<file path="config.mk">
export PLATFORM = sky130hd
export DESIGN_NAME = timestamped_event_history_ring_top_flat
export DESIGN_NICKNAME = d
export VERILOG_FILES = /design/src/tehr_pkg.sv /design/src/tehr_if.sv /design/src/timestamped_event_history_ring_top.sv /design/src/flat_wrapper.sv
export SDC_FILE = /design/constraint.sdc
export NUM_CORES = 2
export LEC_CHECK = 0
export BUFFER_PORTS_ARGS = -buffer_cell sky130_fd_sc_hd__clkbuf_2
export CAP_MARGIN = 15
export CORE_MARGIN = 2
export CORE_UTILIZATION = 30
export CTS_BUF_LIST = sky130_fd_sc_hd__clkbuf_4
export CTS_CLUSTER_DIAMETER = 120
export DETAILED_ROUTE_END_ITERATION = 16
export PLACE_DENSITY = 0.5
export RECOVER_POWER = 100
export REMOVE_ABC_BUFFERS = 1
export SLEW_MARGIN = 20
export SYNTH_ARGS = -nofsm -noshare
export SYNTH_HDL_FRONTEND = slang
export SYNTH_SLANG_ARGS = --single-unit
</file>
<file path="constraint.sdc">
create_clock -name clk -period 10.5 [get_ports clk]
set_input_delay 0.525 -clock clk [delete_from_list [all_inputs] [get_ports clk]]
set_output_delay 0.525 -clock clk [all_outputs]
set_load 0.1 [all_outputs]
</file>
<file path="src/tehr_pkg.sv">
// Types, constants and the control program of the timestamped event history ring.
package tehr_pkg;

	localparam int unsigned DATA_W = 32;
	localparam int unsigned MAX_RESULTS = 32;
	localparam int unsigned RCNT_W = 6;
	localparam logic [RCNT_W-1:0] RCNT_MAX = 6'd32;

	localparam int unsigned APB_ADDR_W = 3;
	localparam int unsigned APB_DATA_W = 32;
	localparam logic REG_INITIAL_VALUE = 1'b0;

	localparam logic [1:0] FUNC_INSERT = 2'd0;
	localparam logic [1:0] FUNC_LOOKUP = 2'd1;
	localparam logic [1:0] FUNC_RANGE = 2'd2;
	localparam logic [1:0] FUNC_ROLLBACK = 2'd3;

	typedef struct packed {
		logic [1:0]        func;
		logic [DATA_W-1:0] time_a;
		logic [DATA_W-1:0] time_b;
		logic [DATA_W-1:0] event_value;
	} in_item_t;

	typedef struct packed {
		logic [DATA_W-1:0] result_value;
		logic              hit;
		logic              last;
		logic              overflow_warning;
		logic [DATA_W-1:0] latest_time;
	} out_item_t;

	typedef logic [3:0] upc_t;

	localparam upc_t UPC_IDLE = 4'd0;
	localparam upc_t UPC_INS_DISC = 4'd1;
	localparam upc_t UPC_INS_WRITE = 4'd2;
	localparam upc_t UPC_RB_DISC = 4'd3;
	localparam upc_t UPC_RB_EMIT = 4'd4;
	localparam upc_t UPC_LK_WALK = 4'd5;
	localparam upc_t UPC_LK_FIX = 4'd6;
	localparam upc_t UPC_LK_EMIT = 4'd7;
	localparam upc_t UPC_RG_WALK = 4'd8;
	localparam upc_t UPC_RG_EMIT = 4'd9;

	typedef enum logic [3:0] {
		ACT_LOAD,
		ACT_DISCARD,
		ACT_INSERT,
		ACT_EMIT_RB,
		ACT_LK_WALK,
		ACT_LK_FIX,
		ACT_EMIT_LK,
		ACT_RG_WALK,
		ACT_EMIT_RG
	} act_t;

	typedef enum logic [1:0] {
		SEQ_NEXT,
		SEQ_GOTO,
		SEQ_LOOP,
		SEQ_DISPATCH
	} seq_t;

	typedef enum logic [1:0] {
		HOLD_NONE,
		HOLD_IN,
		HOLD_OUT
	} hold_t;

	typedef struct packed {
		act_t  act;
		hold_t hold;
		seq_t  seq;
		upc_t  target;
	} uc_word_t;

	function automatic uc_word_t uc_rom(input upc_t pc);
		uc_word_t w;
		unique case (pc)
			UPC_IDLE:      w = '{act: ACT_LOAD, hold: HOLD_IN, seq: SEQ_DISPATCH, target: UPC_IDLE};
			UPC_INS_DISC:  w = '{act: ACT_DISCARD, hold: HOLD_NONE, seq: SEQ_LOOP, target: UPC_IDLE};
			UPC_INS_WRITE: w = '{act: ACT_INSERT, hold: HOLD_OUT, seq: SEQ_GOTO, target: UPC_IDLE};
			UPC_RB_DISC:   w = '{act: ACT_DISCARD, hold: HOLD_NONE, seq: SEQ_LOOP, target: UPC_IDLE};
			UPC_RB_EMIT:   w = '{act: ACT_EMIT_RB, hold: HOLD_OUT, seq: SEQ_GOTO, target: UPC_IDLE};
			UPC_LK_WALK:   w = '{act: ACT_LK_WALK, hold: HOLD_NONE, seq: SEQ_LOOP, target: UPC_IDLE};
			UPC_LK_FIX:    w = '{act: ACT_LK_FIX, hold: HOLD_NONE, seq: SEQ_NEXT, target: UPC_IDLE};
			UPC_LK_EMIT:   w = '{act: ACT_EMIT_LK, hold: HOLD_OUT, seq: SEQ_GOTO, target: UPC_IDLE};
			UPC_RG_WALK:   w = '{act: ACT_RG_WALK, hold: HOLD_NONE, seq: SEQ_LOOP, target: UPC_IDLE};
			UPC_RG_EMIT:   w = '{act: ACT_EMIT_RG, hold: HOLD_OUT, seq: SEQ_GOTO, target: UPC_IDLE};
			default:       w = '{act: ACT_LOAD, hold: HOLD_IN, seq: SEQ_DISPATCH, target: UPC_IDLE};
		endcase
		return w;
	endfunction

	function automatic upc_t uc_entry(input logic [1:0] func);
		upc_t pc;
		unique case (func)
			FUNC_INSERT:   pc = UPC_INS_DISC;
			FUNC_LOOKUP:   pc = UPC_LK_WALK;
			FUNC_RANGE:    pc = UPC_RG_WALK;
			FUNC_ROLLBACK: pc = UPC_RB_DISC;
			default:       pc = UPC_IDLE;
		endcase
		return pc;
	endfunction

endpackage

</file>
<file path="src/tehr_if.sv">
// Valid/ready channel interfaces for request and result transactions.
interface tehr_req_if;
	logic                 valid;
	logic                 ready;
	tehr_pkg::in_item_t   data;

	modport source(output valid, output data, input ready);
	modport sink(input valid, input data, output ready);
endinterface

interface tehr_rsp_if;
	logic                 valid;
	logic                 ready;
	tehr_pkg::out_item_t  data;

	modport source(output valid, output data, input ready);
	modport sink(input valid, input data, output ready);
endinterface

</file>
<file path="src/timestamped_event_history_ring_top.sv">
// Top level of the timestamped event history ring with its microcoded sequencer.
// The req channel takes one transaction per operation: insert, lookup, range query or
// rollback, chosen by func. The rsp channel returns one result transaction per
// operation, or for a range query one per matching entry up to RCNT_MAX (a single
// result with hit low if none match), the final one marked by last. The APB port
// holds initial_value; a write to it also clears the ring to a single entry at time
// zero. The user must make writes only while no operation is in flight; the block
// does not enforce it. One operation is in flight at a time; req.ready is high only
// while the sequencer waits for work. An insert or rollback steps back over each
// discarded entry, and a lookup or range query walks back through the ring; each
// reads one entry per cycle through the single read port of the entry memory, a
// range query only while the output register does not stall it. Results sit in an
// output register; while the receiver stalls, the sequencer holds at the step that
// produces the next result and resumes when the register frees. Reset leaves one
// valid entry at time zero holding initial_value, which reset sets to zero; no
// clearing pass is needed since valid bits live in flip-flops.
module timestamped_event_history_ring_top #(
	parameter int unsigned DEPTH = 32
) (
	input  logic                                clk,
	input  logic                                arst_n,
	tehr_req_if.sink                            req,
	tehr_rsp_if.source                          rsp,
	input  logic                                psel,
	input  logic                                penable,
	input  logic                                pwrite,
	input  logic [tehr_pkg::APB_ADDR_W-1:0]     paddr,
	input  logic [tehr_pkg::APB_DATA_W-1:0]     pwdata,
	output logic [tehr_pkg::APB_DATA_W-1:0]     prdata,
	output logic                                pready
);

	localparam int unsigned PTR_W = $clog2(DEPTH);
	localparam int unsigned CNT_W = $clog2(DEPTH + 1);
	localparam logic [PTR_W-1:0] LAST_IDX = PTR_W'(DEPTH - 1);
	localparam logic [PTR_W-1:0] OVF_IDX = PTR_W'(DEPTH - 2);
	localparam logic [CNT_W-1:0] DEPTH_CNT = CNT_W'(DEPTH);

	function automatic logic [PTR_W-1:0] step_back(input logic [PTR_W-1:0] p);
		return (p == '0) ? LAST_IDX : PTR_W'(p - 1'b1);
	endfunction

	function automatic logic [PTR_W-1:0] step_fwd(input logic [PTR_W-1:0] p);
		return (p == LAST_IDX) ? '0 : PTR_W'(p + 1'b1);
	endfunction

	logic [tehr_pkg::DATA_W-1:0] mem_time [DEPTH];
	logic [tehr_pkg::DATA_W-1:0] mem_data [DEPTH];
	logic [tehr_pkg::DATA_W-1:0] rd_time_q, rd_data_q;
	logic                        mem_we;
	logic [PTR_W-1:0]            mem_waddr;

	tehr_pkg::upc_t      upc_q, upc_d;
	tehr_pkg::uc_word_t  uc;
	logic                hold, go, cont;

	logic [PTR_W-1:0]    ptr_q, ptr_d, cur_q, cur_d, start_q, start_d;
	logic [CNT_W-1:0]    cnt_q, cnt_d;
	logic [tehr_pkg::RCNT_W-1:0] rcnt_q, rcnt_d;
	logic                pend_v_q, pend_v_d;
	logic [tehr_pkg::DATA_W-1:0] pend_q, pend_d;
	logic [tehr_pkg::DATA_W-1:0] latest_q, latest_d;
	logic [DEPTH-1:0]    valid_q, valid_d;
	logic                zinit_q, zinit_d;
	logic [tehr_pkg::DATA_W-1:0] init_q;

	logic [tehr_pkg::DATA_W-1:0] ta_q, tb_q, ev_q;
	logic                        in_load;

	logic                 out_v_q, out_v_d, out_free, load_out;
	tehr_pkg::out_item_t  out_q, out_pl;

	logic                        eff_valid, eff_zero;
	logic [tehr_pkg::DATA_W-1:0] eff_time, eff_data;
	logic                        disc_step, lk_step, lk_wrap, rg_step, rg_match, rg_stall;
	logic                        ins_hit;
	logic [PTR_W-1:0]            ins_p, back_cur;
	logic                        cfg_wr, cfg_sel;

	assign pready = 1'b1;
	assign cfg_sel = (paddr[2] == tehr_pkg::REG_INITIAL_VALUE);
	assign cfg_wr = psel && penable && pwrite && cfg_sel;
	assign prdata = cfg_sel ? init_q : '0;

	assign eff_valid = valid_q[cur_q];
	assign eff_zero = zinit_q && (cur_q == '0);
	assign eff_time = (!eff_valid || eff_zero) ? '0 : rd_time_q;
	assign eff_data = !eff_valid ? '0 : (eff_zero ? init_q : rd_data_q);

	assign back_cur = step_back(cur_q);
	assign disc_step = eff_valid && (eff_time > ta_q) && (cnt_q < DEPTH_CNT);
	assign lk_step = eff_valid && (ta_q < eff_time);
	assign lk_wrap = (back_cur == start_q);
	assign rg_step = eff_valid && (eff_time != '0) && (ta_q <= eff_time) && (cnt_q < DEPTH_CNT);
	assign rg_match = rg_step && (eff_time <= tb_q) && (rcnt_q < tehr_pkg::RCNT_MAX);
	assign rg_stall = (uc.act == tehr_pkg::ACT_RG_WALK) && rg_match && pend_v_q && !out_free;
	assign ins_hit = eff_valid && (eff_time == ta_q);
	assign ins_p = ins_hit ? cur_q : step_fwd(cur_q);

	assign out_free = !out_v_q || rsp.ready;
	assign req.ready = (upc_q == tehr_pkg::UPC_IDLE);
	assign rsp.valid = out_v_q;
	assign rsp.data = out_q;

	assign uc = tehr_pkg::uc_rom(upc_q);

	always_comb begin
		unique case (uc.act)
			tehr_pkg::ACT_DISCARD: cont = disc_step;
			tehr_pkg::ACT_LK_WALK: cont = lk_step && !lk_wrap;
			tehr_pkg::ACT_RG_WALK: cont = rg_step;
			default:               cont = 1'b0;
		endcase
	end

	always_comb begin
		unique case (uc.hold)
			tehr_pkg::HOLD_IN:  hold = !req.valid;
			tehr_pkg::HOLD_OUT: hold = !out_free;
			default:            hold = rg_stall;
		endcase
		go = !hold;
		upc_d = upc_q;
		if (go) begin
			unique case (uc.seq)
				tehr_pkg::SEQ_NEXT:     upc_d = tehr_pkg::upc_t'(upc_q + 1'b1);
				tehr_pkg::SEQ_GOTO:     upc_d = uc.target;
				tehr_pkg::SEQ_LOOP:     upc_d = cont ? upc_q : tehr_pkg::upc_t'(upc_q + 1'b1);
				tehr_pkg::SEQ_DISPATCH: upc_d = tehr_pkg::uc_entry(req.data.func);
				default:                upc_d = tehr_pkg::UPC_IDLE;
			endcase
		end
	end

	always_comb begin
		ptr_d = ptr_q;
		cur_d = cur_q;
		start_d = start_q;
		cnt_d = cnt_q;
		rcnt_d = rcnt_q;
		pend_v_d = pend_v_q;
		pend_d = pend_q;
		latest_d = latest_q;
		valid_d = valid_q;
		zinit_d = zinit_q;
		mem_we = 1'b0;
		mem_waddr = ins_p;
		in_load = 1'b0;
		load_out = 1'b0;
		out_pl = '{result_value: '0, hit: 1'b0, last: 1'b1, overflow_warning: 1'b0,
			latest_time: latest_q};
		if (uc.act == tehr_pkg::ACT_LOAD) begin
			cur_d = ptr_q;
		end
		if (go) begin
			unique case (uc.act)
				tehr_pkg::ACT_LOAD: begin
					in_load = 1'b1;
					cur_d = ptr_q;
					start_d = ptr_q;
					cnt_d = '0;
					rcnt_d = '0;
					pend_v_d = 1'b0;
				end
				tehr_pkg::ACT_DISCARD: begin
					if (disc_step) begin
						valid_d[cur_q] = 1'b0;
						cur_d = back_cur;
						ptr_d = back_cur;
						cnt_d = CNT_W'(cnt_q + 1'b1);
					end else begin
						latest_d = eff_time;
					end
				end
				tehr_pkg::ACT_INSERT: begin
					mem_we = 1'b1;
					valid_d[ins_p] = 1'b1;
					ptr_d = ins_p;
					if (ins_p == '0) begin
						zinit_d = 1'b0;
					end
					latest_d = ta_q;
					load_out = 1'b1;
					out_pl = '{result_value: '0, hit: 1'b0, last: 1'b1,
						overflow_warning: (ins_p >= OVF_IDX), latest_time: ta_q};
				end
				tehr_pkg::ACT_EMIT_RB, tehr_pkg::ACT_EMIT_LK: begin
					load_out = 1'b1;
					out_pl = '{result_value: eff_data, hit: eff_valid, last: 1'b1,
						overflow_warning: 1'b0, latest_time: latest_q};
				end
				tehr_pkg::ACT_LK_WALK: begin
					if (lk_step) begin
						cur_d = lk_wrap ? '0 : back_cur;
					end
				end
				tehr_pkg::ACT_LK_FIX: begin
					cur_d = eff_valid ? cur_q : step_fwd(cur_q);
				end
				tehr_pkg::ACT_RG_WALK: begin
					if (rg_step) begin
						cur_d = back_cur;
						cnt_d = CNT_W'(cnt_q + 1'b1);
						if (rg_match) begin
							pend_d = eff_data;
							pend_v_d = 1'b1;
							rcnt_d = tehr_pkg::RCNT_W'(rcnt_q + 1'b1);
							if (pend_v_q) begin
								load_out = 1'b1;
								out_pl = '{result_value: pend_q, hit: 1'b1, last: 1'b0,
									overflow_warning: 1'b0, latest_time: latest_q};
							end
						end
					end
				end
				tehr_pkg::ACT_EMIT_RG: begin
					load_out = 1'b1;
					out_pl = '{result_value: pend_v_q ? pend_q : '0, hit: pend_v_q, last: 1'b1,
						overflow_warning: 1'b0, latest_time: latest_q};
				end
				default: begin
				end
			endcase
		end
		if (cfg_wr && pready) begin
			valid_d = DEPTH'(1);
			ptr_d = '0;
			zinit_d = 1'b1;
			latest_d = '0;
		end
		out_v_d = load_out ? 1'b1 : (out_v_q && !rsp.ready);
	end

	always_ff @(posedge clk or negedge arst_n) begin
		if (!arst_n) begin
			upc_q <= tehr_pkg::UPC_IDLE;
			ptr_q <= '0;
			cur_q <= '0;
			start_q <= '0;
			cnt_q <= '0;
			rcnt_q <= '0;
			pend_v_q <= 1'b0;
			latest_q <= '0;
			valid_q <= DEPTH'(1);
			zinit_q <= 1'b1;
			init_q <= '0;
			out_v_q <= 1'b0;
		end else begin
			upc_q <= upc_d;
			ptr_q <= ptr_d;
			cur_q <= cur_d;
			start_q <= start_d;
			cnt_q <= cnt_d;
			rcnt_q <= rcnt_d;
			pend_v_q <= pend_v_d;
			latest_q <= latest_d;
			valid_q <= valid_d;
			zinit_q <= zinit_d;
			if (cfg_wr) begin
				init_q <= pwdata;
			end
			out_v_q <= out_v_d;
		end
	end

	always_ff @(posedge clk) begin
		if (in_load) begin
			ta_q <= req.data.time_a;
			tb_q <= req.data.time_b;
			ev_q <= req.data.event_value;
		end
		pend_q <= pend_d;
		if (load_out) begin
			out_q <= out_pl;
		end
	end

	always_ff @(posedge clk) begin
		if (mem_we) begin
			mem_time[mem_waddr] <= ta_q;
			mem_data[mem_waddr] <= ev_q;
		end
		rd_time_q <= mem_time[cur_d];
		rd_data_q <= mem_data[cur_d];
	end

endmodule

</file>
<file path="src/flat_wrapper.sv">
// flat-port wrapper written by rule: the top's interface ports become plain ports
module timestamped_event_history_ring_top_flat 
#(
	parameter int unsigned DEPTH = 32
)
  (clk, arst_n, psel, penable, pwrite, paddr, pwdata, prdata, pready, req_valid, req_data, req_ready, rsp_valid, rsp_data, rsp_ready);
  tehr_req_if req_i ();
  tehr_rsp_if rsp_i ();
  input  logic clk;
  input  logic arst_n;
  input  logic psel;
  input  logic penable;
  input  logic pwrite;
  input  logic [tehr_pkg::APB_ADDR_W-1:0] paddr;
  input  logic [tehr_pkg::APB_DATA_W-1:0] pwdata;
  output logic [tehr_pkg::APB_DATA_W-1:0] prdata;
  output logic pready;
  input wire logic [$bits(req_i.valid)-1:0] req_valid;
  input wire logic [$bits(req_i.data)-1:0] req_data;
  output wire logic [$bits(req_i.ready)-1:0] req_ready;
  output wire logic [$bits(rsp_i.valid)-1:0] rsp_valid;
  output wire logic [$bits(rsp_i.data)-1:0] rsp_data;
  input wire logic [$bits(rsp_i.ready)-1:0] rsp_ready;
  assign req_i.valid = req_valid;
  assign req_i.data = req_data;
  assign req_ready = req_i.ready;
  assign rsp_valid = rsp_i.valid;
  assign rsp_data = rsp_i.data;
  assign rsp_i.ready = rsp_ready;
  timestamped_event_history_ring_top #(.DEPTH(DEPTH)) u_core (.clk(clk), .arst_n(arst_n), .req(req_i), .rsp(rsp_i), .psel(psel), .penable(penable), .pwrite(pwrite), .paddr(paddr), .pwdata(pwdata), .prdata(prdata), .pready(pready));
endmodule
</file>
==> flow_summary.toml <==
[floorplanning]
die_w_um = 572
start_util = 0.301
die_y_um = 572
rows = 208
ios = 242
die-area_um2 = 327000
core_area_um2 = 321000

[timing]
tightestPinTransition_ns = 4.80
period_needed_ns = 9.74
setup_viol = 0
drv_slew = 1108
finalWorstSetupSlack_ns = 0.757
rsz0062_at_grt = "no"
fin_skew_ns = 0.174
relSlewSlack = -2.20
finalHoldViolations = 0
fmax_ghz = 0.103
finalCritPeriodShare = 0.928

[min_path]
min_to = "u_core.rsp.valid$_DFF_PN0_"
hold_depth = 4
holdCritPathClass = "in2reg"
hp-start = "rsp_ready"

[grt]
grt_use_total = 0.185
overflow = 0
grt_pass1_vias = 59119
grt_max_degree = 93
grt_pass1_wl_mm = 432
antenna_found_initial = 20

[critical_path]
reg2reg_setup_slack_ns = 0.76
cp_data_arrival_time_ns = 10.80
cp_data_required_time_ns = 11.56
worst-setup-path-type = "reg2reg"
cp-start-kind = "flip-flop"
reg2reg_to = "u_core.mem_time[25][5]$_DFFE_PP_"
cp-end-kind = "flip-flop"
r2r-start = "u_core.cur_q[1]$_DFF_PN0_"
r2r_cells = 20
cp_max_fo = 24

[route]
wirelength_mm = 309
drc = 0
drt-vias-per-instance = 5.03
dr_total_vias = 58121
routedWlPerCell_um = 26.7
first_iter_violations = 5313
dr.pass1.iters = 5
drtAntennaViolNets = 0

[clock_tree]
cts.clk_slew.worst_paths_ns = 0.07
cts_tree = "yes"
hold_buffers = 302
clock_path_buffers = 4
cts_setup_buffers = 0
clock_insertion_delay_worst_skew_ns = 1.58
cts_sinks = 2437
cts-root-buf = "clkbuf_4"
cts_resized = 0
cts_made_buffers = 662
h-tree-depth = 6

[logic_synthesis]
yosys_warnings = 0
async_flop_share = 0.0533
synth_seq_cells = 2437
synth_edf_count = 2243
synth_cells = 5589
synth_ff_type = "edfxtp_1"
synth_most_common_cell = "edfxtp_1"
synthDistinctLibCells = 81
syn_avg_cell_area_um2 = 17.3
synthTopCellsByArea = "edfxtp_1, mux4_2, mux2i_1"
yosysTopAreaCell = "edfxtp_1"
yosys-top-cells-count = "edfxtp_1, nand2_1, mux2i_1"
synth.cell_area_um2 = 96800
synth_top_area_frac = 0.696
yosysSeqAreaShare = 0.743

[run]
drv_cap = 34

[place]
hpwlAfterDp_mm = 173
portBuffers = 238
dp.cells = 10037
dpl-instance-area_um2 = 105000
gp_congestion = 0.864
pre_cts_ws_ns = 1.86

[run_status]
status = "finished with violations"
violations = "capacitance limit, slew limit"

[cells_and_area]
drive_gt1_frac = 0.248
areaGrowthSynthToFinish_pct = 19.8
layout.cells.non_filler = 11546
stdcell_area_um2 = 116000
final_nets = 6919
fillers = 30836
-- per-stage QoR --
step / setup TNS, ns / util / hold WS [ns]
floorplan: -1661.10 / - / 0.229
global placement: 0 / 0.326 / 0.460
detailed placement: 0 / 0.326 / 0.466
CTS: 0 / 0.363 / 0.00987
global route: 0 / 0.361 / 0.118
finish: 0 / 0.361 / 0.195
-- cells in the final DEF (no fill, tap or decap), drive strengths merged, types with 129 or more instances in the layout --
| cell type | instances |
|---|---|
| clkbuf | 1352 |
| dlygate4sd3 | 301 |
| nand2 | 514 |
| a21oi | 161 |
| inv | 134 |
| buf | 132 |
| mux2i | 432 |
| edfxtp | 2243 |
| mux4 | 258 |
| clkinv | 134 |
| o221ai | 129 |
-- worst max-delay path by stage --
stage                                    startpoint                                to  slack [ns]
after detailed placement  u_core.cur_q[1]$_DFF_PN0_      u_core.rd_data_q[24]$_DFF_P_        1.86
after floorplan           u_core.cur_q[0]$_DFF_PN0_      u_core.rd_time_q[31]$_DFF_P_      -25.62
after global placement    u_core.cur_q[1]$_DFF_PN0_      u_core.rd_data_q[15]$_DFF_P_        1.91
final                     u_core.cur_q[1]$_DFF_PN0_  u_core.mem_time[25][5]$_DFFE_PP_        0.76
after global routing      u_core.cur_q[1]$_DFF_PN0_  u_core.mem_time[8][10]$_DFFE_PP_        0.67
after CTS                 u_core.cur_q[1]$_DFF_PN0_      u_core.rd_data_q[14]$_DFF_P_        1.78
-- sequential cells by signal, indices dropped and copies added (netlist names), 4 cells and up --
signal and flops:
u_core.cnt_q 6, u_core.cur_q 5, u_core.ev_q 32, u_core.init_q 32, u_core.latest_q 32, u_core.mem_data 1024
u_core.mem_time 1024, u_core.pend_q 32, u_core.ptr_q 5, u_core.rcnt_q 6, u_core.rd_data_q 32, u_core.rd_time_q 32
u_core.rsp.data 67, u_core.start_q 5, u_core.ta_q 32, u_core.tb_q 32, u_core.upc_q 4, u_core.valid_q 32
-- kinds of logic after synthesis --
kind of cell | synth area share
flops | 0.743
buf+inv | 0.0211
xor+xnor | 0.00136
mux | 0.109
other cells | 0.0000387
simple gates | 0.0499
compound gates | 0.0659
fa+ha+maj | 0.00982
-- routing by layer --
metal  GRT usage  up-vias  part of all wire
met4      0.0596        4             0.028
met5           0        -          0.000078
met3      0.0302      503             0.063
met2       0.302     2312              0.47
li1            -    25025                 -
met1       0.251    30277              0.43
-- layout make-up --
| class | instances | area [um^2] | area share |
|---|---|---|---|
| Tap cell | 4305 | 5390 | 0.0465 |
| Antenna cell | 12 | 30.0 | 0.000259 |
| Clock buffer | 1019 | 7650 | 0.0660 |
| Multi-Input combinational cell | 2717 | 23000 | 0.198 |
| Inverter | 119 | 510 | 0.00440 |
| Clock inverter | 171 | 1220 | 0.0106 |
| Sequential cell | 2437 | 71900 | 0.620 |
| Timing Repair Buffer | 766 | 6270 | 0.0541 |
-- critical path: stages (launching register included) --
cell      delay [ns]
dfrtp_1         1.07
mux4_2          0.44
a22o_1          0.26
a31oi_1         0.61
nand2_1         0.63
buf_4           0.45
and3_1          0.28
ha_1            0.30
and3_1          0.16
nand4_1         0.39
nor3_1          0.38
inv_1           0.07
a31oi_1         0.32
o22ai_1         0.18
a211oi_1        0.45
o31a_1          0.51
clkbuf_1        0.38
and2_0          0.53
nand2_1         0.21
nor2_4          0.19
clkbuf_1        1.39
Power is not shown: default switching activity piles up to over one toggle a cycle in this logic, so the estimate is an artifact.
